### config.mk
export PLATFORM = sky130hd
export DESIGN_NAME = jls_ram
export DESIGN_NICKNAME = d
export VERILOG_FILES = /design/src/sv/jacobi_linear_system_solver_assert.svh /design/src/sv/jls_ram.sv
export SDC_FILE = /design/constraint.sdc
export NUM_CORES = 1
export LEC_CHECK = 0
export BUFFER_PORTS_ARGS = -buffer_cell sky130_fd_sc_hd__buf_4
export CAP_MARGIN = 10
export CORE_ASPECT_RATIO = 0.7
export CORE_MARGIN = 2
export CORE_UTILIZATION = 55
export CTS_CLUSTER_SIZE = 24
export DETAILED_ROUTE_END_ITERATION = 7
export MAX_ROUTING_LAYER = met4
export PLACE_DENSITY_LB_ADDON = 0.1
export SLEW_MARGIN = 20
export SYNTH_ARGS = -nofsm -noshare
export SYNTH_HDL_FRONTEND = slang
export SYNTH_SLANG_ARGS = --single-unit
### constraint.sdc
create_clock -name clk -period 3.9 [get_ports clk]
set_input_delay 0.78 -clock clk [delete_from_list [all_inputs] [get_ports clk]]
set_output_delay 0.78 -clock clk [all_outputs]
set_load 0.05 [all_outputs]
### src/sv/jacobi_linear_system_solver_assert.svh
`ifndef JACOBI_LINEAR_SYSTEM_SOLVER_ASSERT_SVH
`define JACOBI_LINEAR_SYSTEM_SOLVER_ASSERT_SVH

// same-cycle implication, checked out of reset
`define JLS_ASSERT_IMP(name, ante, cons, msg) \
    name: assert property (@(posedge clk) disable iff (!rst_n) (ante) |-> (cons)) \
        else $error(msg);

// next-cycle implication, checked out of reset
`define JLS_ASSERT_NXT(name, ante, cons, msg) \
    name: assert property (@(posedge clk) disable iff (!rst_n) (ante) |=> (cons)) \
        else $error(msg);

`endif

### src/sv/jls_ram.sv
module jls_ram #(
    parameter int WIDTH = 32,
    parameter int DEPTH = 16
) (
    input  logic                     clk,
    input  logic                     we,
    input  logic [$clog2(DEPTH)-1:0] waddr,
    input  logic [WIDTH-1:0]         wdata,
    input  logic [$clog2(DEPTH)-1:0] raddr,
    output logic [WIDTH-1:0]         rdata
);

    logic [WIDTH-1:0] mem [DEPTH];

    always_ff @(posedge clk)
    begin
        if (we)
        begin
            mem[waddr] <= wdata;
        end
        rdata <= mem[raddr];
    end

endmodule

==> out/results.txt <==
The tools report the first-iteration detailed-routing DRC count as 1006. The logs give 0.0358 mm^2 for the floorplan core area and 544 for the count of clock tree sinks. Static timing analysis puts the maximum clock frequency at 446 MHz. The count of input and output buffers is 73, and the layout net count is 993. Largest fanout on the critical path: 23.

STA classifies the critical path startpoint as an input port. In this run the horizontal extent of the chip is 231 um. For this run the aggregate overflow at the end of global routing stands at 0. The logs give 9372 for the number of global-route vias before repair and 7.39 nW for the leakage power figure. The remaining number of nets flagged by the antenna check after routing is 0. In the final layout, the share of cells above drive strength 1 is 32.8%.

The transition time at the pin with the least slew margin was 987 ps. Root buffer cell: clkbuf_16. The critical path contains buffers and inverters numbering 2 combined. The worst-case IR drop observed on VDD is 0.379 mV.

For the latest clock arrival within the worst-skew pair, the log shows 570 ps. Wires add up to 40.7 mm. The logs give 5 for the number of iterations in the first detailed-routing pass and 55.5% for the starting density of the core. For the final clock skew, the log shows 10.2 ps.

The tools report the number of endpoints with negative hold slack in the final report as 0. The average instance in the mapped netlist occupies 23.7 um^2. The worst path in the final design needs a cycle of 2240 ps, including I/O delays and setup. The logs give 18 for the count of cell types in the netlist and 0 for the final setup violation count.

The number of antenna diodes in the final layout is 0. The first global-routing pass estimated 60.5 mm of wire. Buffers added to address setup during post-CTS repair amount to 0. The share of the cycle needed by the critical path after routing came out at 57.5%. The tools report the worst slew margin relative to its limit as 34.0%.

Final number of max-transition violations: 0. For this run, the slowest stage of the critical path takes 850 ps. The primary flip-flop cell chosen by synthesis mapping was edfxtp_1.

After detailed routing, the average wire length per cell comes to 27.6 um. The logs give 0 for the quantity of hold-fixing buffers added after cts and 2500 ps for the arrival time at the worst endpoint. The signal on the critical path passes through buf_4 -> nand3b_1 -> nor2_4 -> buf_4. Post-synthesis to final-layout area growth: 15.5%. The critical path is of the in -> reg type.

The run gives 0 as the initial antenna violation count. STA classifies the critical path endpoint as a flip-flop. In the final timing run, aggregate negative setup slack is 0 ps. The number of buffers created by CTS was 50. The largest buffer count on any clock path is 3, and the post-synthesis async set-or-reset flop share is 0%. The die is 163 um tall.

74 I/O pins were placed. The clock slew at the register clock pins of the worst setup and hold paths was 60 ps. Of the synthesized area, sequential elements account for 80.7%.

The tightest min-delay check is of the in -> reg type. The H-tree generated during clock tree synthesis spans 2 levels. Count of flip-flops with a built-in enable after synthesis: 512. Leaving out fill and tap cells, the most frequent cell in the layout is edfxtp_1. STA puts the critical path data required time at 4160 ps.

The register bit total from synthesis came out at 544. The critical path's most frequent cell was buf_4. The logs give 838 for the number of standard cells after synthesis and 0 for the warning count from the yosys run. In this run the cell area of the synthesized design comes to 0.0199 mm^2.

The cell type of the slowest stage on the worst timing path was nor2_4. The estimated wirelength of the detail-placed design came out at 21.8 mm. The kind of cell with the highest combined delay along the critical path is simple AND/OR/NAND/NOR gates. The power density over the cells is 533 mW/mm^2. The final weighted congestion of routability-driven global placement is 0.765, and the post-cts gate resize count is 0.

The logs give 0.0377 mm^2 for the total die area and 55 for the maximum number of pins on one net before global-route repair. The max-capacitance violation count came out at 0. The total nets after synthesis was 880. Setup repair after global routing left no endpoint under its margin. Setup slack on the critical path of the routed design comes to 1660 ps. The routed layout has 9077 vias. For this run, design rule violations remaining after detail routing come to 0. Leaving out fill and tap cells, the most frequent cells in the layout are 512 x edfxtp_1, 128 x mux4_2, 95 x buf_4, 64 x a22oi_1, 53 x clkbuf_16. Global routing consumed, over all layers together, 23.1% of the routing resources. The vias per cell works out to 6.16. The flow ran to the end, and the final reports show no timing, DRC or antenna violations. The initialized floorplan defines 58 standard-cell rows.

The pre-CTS setup slack is 1060 ps. TritonCTS built the clock tree.
## flip-flops by register name (all words and copies together), names as in the netlist
| register | count |
|---|---|
| rdata | 32 |
| mem | 512 |
## cell families (layout without fill, tap and decap cells)
kind of cell / count (synthesis) / after routing / share of synthesized area, %
flip-flops: 544 / 544 / 80.7
multiplexers: 128 / 128 / 14.5
AO/OA/AOI/OAI: 64 / 64 / 2.42
AND/OR/NAND/NOR: 59 / 59 / 1.27
buffers and inverters: 43 / 198 / 1.12
## per-layer routing
layer / vias up / global-route usage (%) / share of wire [%]
li1: 3801 / - / -
met1: 4864 / 34.8 / 45
met2: 350 / 33.8 / 47
met3: 62 / 3.80 / 6.8
met4: 0 / 5.81 / 1.8
met5: - / - / 0
## report_power, final
group	internal (mW)	total, mW	switching [mW]
combinational	0.276	0.744	0.468
sequential	6.53	6.58	0.0411
clock	2.87	4.91	2.03
## Yosys cell counts, types with 4 or more instances
library cell	count	area, um^2
dfxtp_1	32	641
nor2_1	13	48.8
a22oi_1	64	480
clkbuf_1	17	63.8
nor3_1	4	20.0
buf_4	11	82.6
mux4_2	128	2880
edfxtp_1	512	15400
nand2_1	33	124
buf_2	4	20.0
buf_1	9	33.8
## through the flow
step                utilization [%]  area [um^2]  power (mW)  std cells  hold slack (ps)
floorplan                         -        19900        7.14        838              635
global placement               59.1        21200        7.42       1374              642
detailed placement             59.3        21200        7.45       1377              655
CTS                            64.0        22900        12.3       1471              488
global route                   64.1        22900        12.6       1473              498
finish                         64.1        22900        12.2       1473              515
## final timing paths
| check | start | end | slack (ps) | cells past startpoint |
|---|---|---|---|---|
| worst max-delay path | waddr[3] | mem[7][23] | 1660 | 4 |
| worst min-delay path | wdata[29] | mem[15][29] | 510 | 1 |
| worst max register to register | mem[7][21] | rdata[21] | 2300 | 3 |
| worst min register to register | mem[14][29] | rdata[29] | 670 | 3 |
## layout make-up
| class | count | area [um^2] |
|---|---|---|
| Sequential cell | 544 | 16000 |
| Fill cell | 2305 | 12900 |
| Multi-Input combinational cell | 251 | 3750 |
| Clock buffer | 58 | 1360 |
| Timing Repair Buffer | 104 | 882 |
| Tap cell | 480 | 601 |
| Clock inverter | 36 | 315 |
Power figures use the tool's default switching activity.
