==> config.mk <==
export PLATFORM = sky130hd
export DESIGN_NAME = jls_div
export DESIGN_NICKNAME = d
export VERILOG_FILES = /design/src/sv/jacobi_linear_system_solver_assert.svh /design/src/sv/jls_pkg.sv /design/src/sv/jls_div.sv
export SDC_FILE = /design/constraint.sdc
export NUM_CORES = 1
export LEC_CHECK = 0
export ABC_AREA = 1
export BUFFER_PORTS_ARGS = -buffer_cell sky130_fd_sc_hd__buf_2
export CORE_UTILIZATION = 47
export DETAILED_ROUTE_END_ITERATION = 8
export PLACE_DENSITY = 0.78
export SYNTH_ARGS = -nofsm -noshare
export SYNTH_HDL_FRONTEND = slang
export SYNTH_SLANG_ARGS = --single-unit
==> constraint.sdc <==
create_clock -name clk -period 3.2 [get_ports clk]
set_input_delay 0.64 -clock clk [delete_from_list [all_inputs] [get_ports clk]]
set_output_delay 0.64 -clock clk [all_outputs]
set_load 0.05 [all_outputs]
==> src/sv/jacobi_linear_system_solver_assert.svh <==
`ifndef JACOBI_LINEAR_SYSTEM_SOLVER_ASSERT_SVH
`define JACOBI_LINEAR_SYSTEM_SOLVER_ASSERT_SVH

// same-cycle implication, checked out of reset
`define JLS_ASSERT_IMP(name, ante, cons, msg) \
    name: assert property (@(posedge clk) disable iff (!rst_n) (ante) |-> (cons)) \
        else $error(msg);

// next-cycle implication, checked out of reset
`define JLS_ASSERT_NXT(name, ante, cons, msg) \
    name: assert property (@(posedge clk) disable iff (!rst_n) (ante) |=> (cons)) \
        else $error(msg);

`endif

==> src/sv/jls_pkg.sv <==
package jls_pkg;

    localparam int IN_TDATA_W  = 48;
    localparam int OUT_TDATA_W = 40;
    localparam int CFG_IDX_W   = 2;
    localparam int CFG_DATA_W  = 17;
    localparam int QUO_W       = 48;

    localparam logic [CFG_IDX_W-1:0] REG_SIZE = 2'd0;
    localparam logic [CFG_IDX_W-1:0] REG_TOL  = 2'd1;
    localparam logic [CFG_IDX_W-1:0] REG_CAP  = 2'd2;

    localparam logic [4:0]  SIZE_RST = 5'd16;
    localparam logic [16:0] TOL_RST  = 17'd66;
    localparam logic [15:0] CAP_RST  = 16'd1000;

    localparam logic [1:0] OUT_CONVERGED    = 2'd0;
    localparam logic [1:0] OUT_NOT_DOMINANT = 2'd1;
    localparam logic [1:0] OUT_CAP_REACHED  = 2'd2;

    typedef struct packed {
        logic             start;
        logic             num_neg;
        logic [QUO_W-1:0] num_mag;
        logic             den_neg;
        logic [31:0]      den_mag;
    } div_req_t;

    typedef struct packed {
        logic               busy;
        logic               done;
        logic signed [31:0] quot;
    } div_rsp_t;

    function automatic logic signed [31:0] sat32(input logic signed [63:0] v);
        logic signed [31:0] r;
        if (v > 64'sd2147483647)
            r = 32'sh7fffffff;
        else if (v < -64'sd2147483648)
            r = 32'sh80000000;
        else
            r = v[31:0];
        return r;
    endfunction

    function automatic logic [31:0] abs32(input logic [31:0] v);
        logic [31:0] r;
        r = v[31] ? (~v + 32'd1) : v;
        return r;
    endfunction

endpackage

==> src/sv/jls_div.sv <==
module jls_div (
    input  logic               clk,
    input  logic               rst_n,
    input  jls_pkg::div_req_t  req,
    output jls_pkg::div_rsp_t  rsp
);
    import jls_pkg::*;

    localparam int CW = $clog2(QUO_W);

    logic             busy_reg;
    logic             done_reg;
    logic [CW-1:0]    cnt_reg;
    logic [31:0]      rem_reg;
    logic [QUO_W-1:0] quo_reg;
    logic [31:0]      den_reg;
    logic             neg_reg;

    logic [32:0]      trial;
    logic             fits;
    logic [32:0]      rem_next;
    logic             big;

    always_comb
    begin
        trial    = {rem_reg, quo_reg[QUO_W-1]};
        fits     = trial >= {1'b0, den_reg};
        rem_next = fits ? (trial - {1'b0, den_reg}) : trial;
        big      = quo_reg[QUO_W-1:31] != '0;
    end

    always_ff @(posedge clk or negedge rst_n)
    begin
        if (!rst_n)
        begin
            busy_reg <= 1'b0;
            done_reg <= 1'b0;
            cnt_reg  <= '0;
        end
        else
        begin
            done_reg <= 1'b0;
            if (req.start)
            begin
                busy_reg <= 1'b1;
                cnt_reg  <= '0;
            end
            else if (busy_reg)
            begin
                cnt_reg <= cnt_reg + 1'b1;
                if (cnt_reg == CW'(QUO_W - 1))
                begin
                    busy_reg <= 1'b0;
                    done_reg <= 1'b1;
                end
            end
        end
    end

    always_ff @(posedge clk)
    begin
        if (req.start)
        begin
            rem_reg <= '0;
            quo_reg <= req.num_mag;
            den_reg <= req.den_mag;
            neg_reg <= req.num_neg ^ req.den_neg;
        end
        else if (busy_reg)
        begin
            rem_reg <= rem_next[31:0];
            quo_reg <= {quo_reg[QUO_W-2:0], fits};
        end
    end

    always_comb
    begin
        rsp.busy = busy_reg;
        rsp.done = done_reg;
        if (neg_reg)
            rsp.quot = big ? 32'sh80000000 : $signed(~quo_reg[31:0] + 32'd1);
        else
            rsp.quot = big ? 32'sh7fffffff : $signed(quo_reg[31:0]);
    end

endmodule

==> results.md, run 1 <==
- Mux share of post-synthesis cell area: 0%
- Sequential share of the synthesized area: between 30% and 40%
- XOR/XNOR Fraction of Synth Area: 3.44%
- Port Buffers: 118
- Via count: approximately 8500
- Ys Warns: 0
- Finished Layout Cells: ~1700
- Commonest non-fill, non-tap cell in the layout: nand2_1
- Hold Buf Count CTS: 0
- Post-Synth Adder-Cell Area: under 10%
- Synth unique cells: 39
- Setup violators final: 0
- Root buf cell: clkbuf_16
- Largest family of logic cells by synthesized area: simple AND/OR/NAND/NOR gates
- Gr usage total: approximately 25%
- Layout cell share with drive strength beyond 1: 14.8%
- Routed Antenna Nets: 0
- Initial antenna violation count: 0
- Nets: approximately 1500
- Simple-gate share of the synthesized area: between 30% and 40%
- Largest register FFs: 48
- Std cell rows: 49
- Die Area: around 20000 sq um
- FILL cells: 1763
- Area delta synth->final: 16.5%
- Hold Crit Class: in2async
- Setup Buffers After CTS: 0
- Slew @ Worst Pin: 545 ps
- Via density: ~5
- CP max FO: 5
- WL/cell: roughly 14 um
- Mapped Cells: 1306
- Seq cells post-synth: around 120
- H-Tree Level Count: 4
- Most used flip-flop cell after synthesis: edfxtp_1
- Crit path kind: reg2out
- Hold Vio Cnt, Final: 0
- Clock Latency Late Sink: between 400 and 500 ps
- Core area: 18300 sq um
- Pwr/cell area: roughly 760 nW/um^2
- Initial Util: 48.8%
- Dpl cell area: 9690 sq um
- R2r setup slk: about 700 ps
- Max VDD drop: ~450 uV
- Worst Path Arrival: roughly 2400 ps
- HPWL Detailed: about 18 mm
- Final wirelength: around 24 mm
- Slew HR: about 63%
- Pin count of the biggest net entering global routing: 95
- PostCTS Resize Cnt: 0
- Hold slack final: about 50 ps
- WP data required: about 2600 ps
- Setup crit start kind: flip-flop
- Final Cell Area: a little over 10000 sq um
- Max Clock Freq: 0.330 GHz
- Longest Clk Path Bufs: 2
- DRC marker count from the first detailed-route iteration: between 800 and 900
- Remaining Overflow, GRT: 0
- Total CTS buffers: 17
- Residual DRC: 0
- Synth async-reset ratio: 6.61%
- Fin crit period: 3030 ps
- Max-capacitance violation count: 0
- Most frequent cells in the layout: nand2_1, inv_1, buf_2
- Clock sink count: 121
- P_leak: roughly 0.0053 uW
- Routability cong.: 0.972
- Vias in the first global route: ~8000
- Outcome: finished, final reports clean
- Syn Nets: approximately 1400
- # diodes: 0
- Die height: between 100 and 150 um
- Crit. End Element: output pin
- Setup_tns: 0 ps
- # IOs: 119
- Syn_area_per_cell: just under 7 sq um
- Compound-Gate Fraction of Synth Area: just over 8%
- Clock-pin slew on the worst setup and hold paths: ~60 ps
- Tcrit/Tclk final: a little over nine tenths
- RSZ-0062 raised after global routing: false
- CTS tree: yes
- Die Wd: ~140 um
- Clk_skew: around 8.1 ps
- Mapped cell area: 8910 sq um
- Number of iterations in the first detailed-routing pass: 5
- Number of flops mapped to enable cells by yosys: 81
- Cells after DPL: 1625
- First-pass GRT wire length: 39.3 mm
- Max-slew violation count: 0
[power by group]
part | switching [uW] | internal, uW | total, uW
Combinational | 2410 | 1290 | 3700
Clock | 752 | 1230 | 1980
Sequential | 184 | 1970 | 2160
[path summary, 6_finish.rpt]
| check | cells past startpoint | start | to |
|---|---|---|---|
| min | 1 | rst_n | done_reg$_DFF_PN0_ |
| min in group clk | 1 | req[2] | den_reg[2]$_DFFE_PP_ |
| max in group asynchronous | 1 | rst_n | cnt_reg[0]$_DFFE_PN0P_ |
| max | 9 | quo_reg[1]$_DFFE_PP_ | rsp[28] |
| max reg2reg | 15 | den_reg[8]$_DFFE_PP_ | rem_reg[5]$_SDFFE_PP0P_ |
| min reg2reg | 2 | rem_reg[25]$_SDFFE_PP0P_ | rem_reg[25]$_SDFFE_PP0P_ |
[synth_stat cells, types with 9 or more instances]
master	n	area, sq um
nand2_1	431	1620
ha_1	34	425
o31ai_1	12	90.1
nor2_1	96	360
dfxtp_1	32	641
inv_1	221	830
inv_2	9	33.8
o21ai_0	85	425
nand4_1	19	119
a21oi_1	19	95.1
nor3_1	9	45.0
nand3b_1	20	150
xor2_1	21	184
clkbuf_1	22	82.6
nor2_2	13	81.3
edfxtp_1	81	2430
xnor2_1	14	123
nand3_1	102	510
[cell type report]
class                   instances  area [sq um]  share of cell area, %
well taps                     229           287                   2.76
multi-input cells             916          4600                   44.3
repair buffers                129           736                   7.09
flip-flops and latches        121          3270                   31.5
inverters                     230           863                   8.32
clock inverters                11           105                   1.01
clock buffers                  21           514                   4.96
[critical path, cell delays in order, from the launching register on]
cell,delay (ps)
edfxtp_1,400
inv_1,110
ha_1,240
nand2_1,180
nor3_2,330
nand3_1,110
nand2_1,70
nand3_1,70
o21ai_0,210
buf_4,240
[through the flow]
stage / utilization [%] / power (uW) / setup slack (ps)
floorplan: - / 5060 / 152
global route: 56.8 / 8440 / 1.85
finish: 56.8 / 7840 / 170
global placement: 53.1 / 5750 / 550
detailed placement: 53.1 / 5810 / 507
CTS: 56.5 / 7820 / 35.8
[routing by layer]
| metal | wire length [um] | GRT usage [%] | share of wire [%] | up-vias |
|---|---|---|---|---|
| met5 | 0 | 0 | 0 | - |
| met4 | 398 | 7.58 | 1.7 | 0 |
| met3 | 1530 | 4.20 | 6.4 | 33 |
| met2 | 10800 | 40.7 | 45 | 282 |
| met1 | 11200 | 35.1 | 47 | 3848 |
| li1 | - | - | - | 4353 |
[kinds of logic (layout without fill, tap and decap cells)]
family,count (synthesis),count (layout)
flops,121,121
buf+inv,269,391
fa+ha+maj,35,35
compound gates,134,134
simple gates,712,712
xor+xnor,35,35
No activity file was read; power rests on OpenSTA's default activity.
==> inputs of run 2 (changes only) <==
--- a/config.mk
+++ b/config.mk
@@ -6,7 +6,7 @@
 export NUM_CORES = 1
 export LEC_CHECK = 0
 export ABC_AREA = 1
-export BUFFER_PORTS_ARGS = -buffer_cell sky130_fd_sc_hd__buf_2
+export BUFFER_PORTS_ARGS = -buffer_cell sky130_fd_sc_hd__clkbuf_2
 export CORE_UTILIZATION = 47
 export DETAILED_ROUTE_END_ITERATION = 8
 export PLACE_DENSITY = 0.78
==> run 2 against run 1 <==
Against the previous run:
- global-route usage fell by 0.14 points
- clock power barely moved
- clock skew barely moved
- non-clock buffer count rose by 2
- flip-flop and latch count did not move
- critical endpoint is now rsp[11]
- sequential share of layout area fell by 0.072 points
- final cell count rose by 0.18%
- design area rose by 0.23%
- via count fell by 0.65%
- power rose by 0.13%
==> results.md, run 2 (same netlist as run 1, synthesis figures left out) <==
- Most frequent cells in the layout: nand2_1, inv_1, clkbuf_2
- Routability cong.: approximately 0.97
- Residual DRC: 0
- Std cell rows: approximately 50
- DRC marker count from the first detailed-route iteration: between 600 and 700
- FILL cells: around 1700
- Die Wd: 140 um
- Initial Util: 48.8%
- Setup violators final: 0
- Clock Latency Late Sink: between 400 and 500 ps
- Root buf cell: clkbuf_16
- Via count: around 8500
- Multi-input gate area: about 4600 sq um
- Initial antenna violation count: 0
- Fin crit period: between 3000 and 4000 ps
- Crit. End Element: output pin
- Max-capacitance violation count: 0
- Total CTS buffers: 17
- HPWL Detailed: about 18 mm
- Hold slack final: between 50 and 60 ps
- Crit Reg-Reg Endpoint: rem_reg[25]$_SDFFE_PP0P_
- Largest register FFs: 48
- WP data required: ~2600 ps
- Core area: about 18000 sq um
- Max Clock Freq: ~0.33 GHz
- First-pass GRT wire length: between 30 and 40 mm
- Clock-pin slew on the worst setup and hold paths: ~60 ps
- Pin count of the biggest net entering global routing: 54
- Hold Vio Cnt, Final: 0
- Clk_skew: between 7 and 8 ps
- # IOs: 119
- Max-slew violation count: 0
- Slew HR: between 60% and 70%
- P_leak: roughly 0.0054 uW
- Remaining Overflow, GRT: 0
- WL/cell: roughly 14 um
- Die Area: a little under 20000 sq um
- Hold Crit Class: in2async
- Via density: ~5.1
- H-Tree Level Count: 4
- RSZ-0062 raised after global routing: false
- Gr usage total: about a quarter
- Worst reg2reg path depth: 17
- Pwr/cell area: 755 nW/um^2
- Layout cell share with drive strength beyond 1: about 15%
- PostCTS Resize Cnt: 0
- Clock sink count: 121
- Max VDD drop: around 510 uV
- Setup_tns: 0 ps
- CP max FO: 12
- Final wirelength: between 20 and 25 mm
- Number of iterations in the first detailed-routing pass: 5
- Setup crit start kind: flip-flop
- Nets: 1537
- Outcome: finished, final reports clean
- R2r setup slk: ~700 ps
- Longest Clk Path Bufs: 2
- Setup Buffers After CTS: 0
- CTS tree: yes
- Crit path kind: reg2out
- Tcrit/Tclk final: a little over nine tenths
- Die height: between 100 and 150 um
- Core Util, Final: around 57%
- Routed Antenna Nets: 0
- Worst Setup EP: rsp[11]
- Register area: roughly 3300 sq um
- Vias in the first global route: 7947
- Worst R2R Start: den_reg[7]$_DFFE_PP_
- Worst Path Arrival: 2420 ps
- Setup crit start: quo_reg[42]$_DFFE_PP_
- Slew @ Worst Pin: between 500 and 600 ps
- Area delta synth->final: 16.8%
- Port Buffers: around 120
- Commonest non-fill, non-tap cell in the layout: nand2_1
- Hold Buf Count CTS: 0
-- run 2: cell types whose count changed in the layout (fill, tap and decap cells not counted), sizes merged --
cell      delta
inv          +2
clkinvlp     +1
buf        -105
diode        +1
clkbuf     +104
clkinv       -2
bufinv       +2
-- run 2: worst min-delay path by stage --
| stage | start | to | slack [ps] | depth (start not counted) |
|---|---|---|---|---|
| floorplan | rst_n | busy_reg$_DFF_PN0_ | 340 | 0 |
| global placement | rem_reg[17]$_SDFFE_PP0P_ | rem_reg[17]$_SDFFE_PP0P_ | 460 | 2 |
| detailed placement | rem_reg[18]$_SDFFE_PP0P_ | rem_reg[18]$_SDFFE_PP0P_ | 460 | 2 |
| CTS | rst_n | cnt_reg[2]$_DFFE_PN0P_ | 50 | 1 |
| global route | rst_n | done_reg$_DFF_PN0_ | 60 | 1 |
| finish | rst_n | cnt_reg[0]$_DFFE_PN0P_ | 50 | 1 |
-- run 2: metal layers --
layer	share of wire [%]	track usage, %	up-vias
met5	0	0	-
met2	46	40.5	266
li1	-	-	4358
met3	6.0	5.51	29
met4	1.6	7.29	0
met1	47	34.1	3808
-- run 2: cell type report --
class                   count  area share (%)
repair buffers            131            7.58
flip-flops and latches    121            31.5
diodes                      1          0.0241
inverters                 230            8.30
clock buffers              18            4.13
well taps                 229            2.75
clock inverters            14            1.64
multi-input cells         916            44.1
-- run 2: stage by stage --
| stage | std cells | setup slack (ps) | instance area (sq um) | power [uW] |
|---|---|---|---|---|
| 6_report | 1660 | 144 | 10400 | 7850 |
| 2_1_floorplan | 1306 | 152 | 8910 | 5060 |
| 3_5_place_dp | 1627 | 518 | 9770 | 5830 |
| 5_1_grt | 1659 | 5.94 | 10400 | 8460 |
| 3_3_place_gp | 1627 | 573 | 9770 | 5760 |
| 4_1_cts | 1659 | 33.6 | 10400 | 7850 |
-- run 2: worst max-delay path, cell delays in order, from the launching register on --
cell and delay (ps):
edfxtp_1 390, nor2_1 110, nand4_1 100, nor4_1 190, nand2_1 150, inv_1 340
nand3_1 110, o21ai_0 260, clkbuf_2 330
-- run 2: report_power, final --
| group | leakage (uW) | switching [uW] | total [uW] | internal, uW |
|---|---|---|---|---|
| Sequential | 0.00122 | 189 | 2160 | 1970 |
| Clock | 0.000287 | 763 | 1990 | 1230 |
| Combinational | 0.00386 | 2400 | 3700 | 1300 |
| Total | 0.00537 | 3350 | 7850 | 4500 |
==> inputs of run 3 (changes only) <==
==> constraint.sdc (replaced) <==
create_clock -name clk -period 3.1 [get_ports clk]
set_input_delay 0.62 -clock clk [delete_from_list [all_inputs] [get_ports clk]]
set_output_delay 0.62 -clock clk [all_outputs]
set_load 0.05 [all_outputs]
==> run 3 against run 2 <==
Against the previous run:
- die area unchanged
- global-route usage rose by 0.68 points
- via count is 0.60% higher
- utilization increased by 0.79 points
- combinational power grew 4%
- flip-flop and latch count stayed put
- critical endpoint is now rsp[16]
- largest cell class unchanged
==> results.md, run 3 (same netlist as run 1, synthesis figures left out) <==
- Outcome: finished, final reports clean
- Core area: approximately 18000 sq um
- CTS tree: yes
- Crit-path cells: inv_1 > ha_2 > nand2_1 > nor2_2 > nand2_1 > xor2_1 > o31ai_1 > clkbuf_2
- Via count: roughly 8500
- P_leak: approximately 0.0054 uW
- Tcrit/Tclk final: a little over nine tenths
- Clock-pin slew on the worst setup and hold paths: 60 ps
- Commonest non-fill, non-tap cell in the layout: nand2_1
- Setup crit start: quo_reg[1]$_DFFE_PP_
- Most frequent cells in the layout: nand2_1, inv_1, nand3_1
- DRC marker count from the first detailed-route iteration: slightly above 600
- Hold slack final: between 20 and 30 ps
- Slowest-stage cell, CP: edfxtp_1
- Die height: between 100 and 150 um
- Slew @ Worst Pin: 820 ps
- Via density: ~5.1
- Remaining Overflow, GRT: 0
- R2r setup slk: slightly above 700 ps
- Nets: between 1500 and 2000
- Layout cell share with drive strength beyond 1: ~16%
- Total CTS buffers: 17
- Core Util, Final: 57.7%
- Max incr delay on CP: between 300 and 400 ps
- Die Wd: about 140 um
- Pwr/cell area: between 700 and 800 nW/um^2
- Max-capacitance violation count: 0
- Root buf cell: clkbuf_16
- Fin crit period: 3020 ps
- Area delta synth->final: 18.4%
- Number of iterations in the first detailed-routing pass: 6
- Max-slew violation count: 0
- Crit path kind: reg2out
- Crit Reg-Reg Endpoint: rem_reg[2]$_SDFFE_PP0P_
- Slew HR: 45.3%
- WL/cell: ~15 um
- Setup_tns: 0 ps
- Worst Path Arrival: 2400 ps
- Crit. End Element: output pin
- # IOs: approximately 120
- Hold Vio Cnt, Final: 0
- Routed Antenna Nets: 0
- Vias in the first global route: about 7900
- Largest register FFs: 48
- Port Buffers: 118
- H-Tree Level Count: 4
- Finished Layout Cells: around 1700
- RSZ-0062 raised after global routing: false
- Initial antenna violation count: 1
- Worst reg2reg path depth: 15
- Std cell rows: 49
- Clk_skew: 20.1 ps
- Die Area: between 15000 and 20000 sq um
- First-pass GRT wire length: just under 40 mm
- HPWL Detailed: around 19 mm
- Hold Buf Count CTS: 0
- Worst R2R Start: den_reg[8]$_DFFE_PP_
- Clock Latency Late Sink: 440 ps
- CP most frequent cell: nand2_1
- Setup crit start kind: flip-flop
- CP max FO: 5
- Gr usage total: roughly 26%
- Hold Crit Class: in2async
- Cells after DPL: roughly 1600
- Pin count of the biggest net entering global routing: 95
- Clock sink count: between 100 and 150
- Longest Clk Path Bufs: 2
- WP data required: ~2500 ps
- Routability cong.: between 0.9 and 1
- Max VDD drop: 503 uV
- Setup violators final: 0
- Max Clock Freq: around 0.33 GHz
- Final wirelength: roughly 24 mm
- Residual DRC: 0
- Initial Util: between 40% and 50%
run 3: cell count changes in the layout (fill, tap and decap cells not counted), moves of 4 or more:
| cell | before | now |
|---|---|---|
| buf_4 | 13 | 22 |
| clkbuf_2 | 107 | 97 |
| o21ai_0 | 82 | 76 |
| o21ai_1 | 11 | 17 |
| o31ai_1 | 12 | 8 |
| o31ai_2 | 0 | 4 |
run 3: final cells by class:
class                           instances  area [sq um]
Inverter                              230           863
Clock buffer                           18           429
Timing Repair Buffer                  137           892
Tap cell                              229           287
Antenna cell                            1          2.50
Fill cell                            1722          7720
Clock inverter                         14           161
Sequential cell                       121          3270
Multi-Input combinational cell        916          4640
run 3: repair_timing:
item                       4_1_cts  5_1_grt
gates cloned                     0        0
pin swaps                        1        2
resized for setup                9       42
setup buffers                    2        2
setup endpoints to repair       16       29
run 3: worst max-delay path, delay by kind of cell (launching register included):
family,cells,cell delay (ps)
xor+xnor,1,150
buf+inv,2,420
flops,1,380
fa+ha+maj,1,220
compound gates,1,240
simple gates,3,550
run 3: how the worst max path moves through the flow:
stage / slack, ps / cells past startpoint / endpoint
after CTS: 6 / 8 / rsp[9]
after global routing: 4 / 8 / rsp[12]
after global placement: 360 / 10 / rsp[30]
after floorplan: 70 / 7 / rsp[20]
after detailed placement: 370 / 8 / rsp[8]
final: 80 / 8 / rsp[16]
run 3: through the flow:
step / power [uW] / area, sq um / worst slack [ps]
after global placement: 5950 / 9830 / 360
after floorplan: 5220 / 8910 / 72.1
after global routing: 8700 / 10500 / 4.32
after CTS: 8050 / 10500 / 6.03
after detailed placement: 6010 / 9830 / 367
final: 8070 / 10500 / 79.2
run 3: routing by layer:
layer	GRT usage, %	up-vias	part of all wire, %
met3	4.99	42	5.9
met5	0	-	0
met1	34.7	3818	46
li1	-	4375	-
met2	41.8	277	46
met4	9.14	0	2.1
run 3: where the power goes:
part | leakage, uW | internal, uW | switching [uW]
clock network | 0.000286 | 1200 | 815
registers | 0.00122 | 2040 | 194
logic | 0.00391 | 1360 | 2460
total | 0.00542 | 4600 | 3470
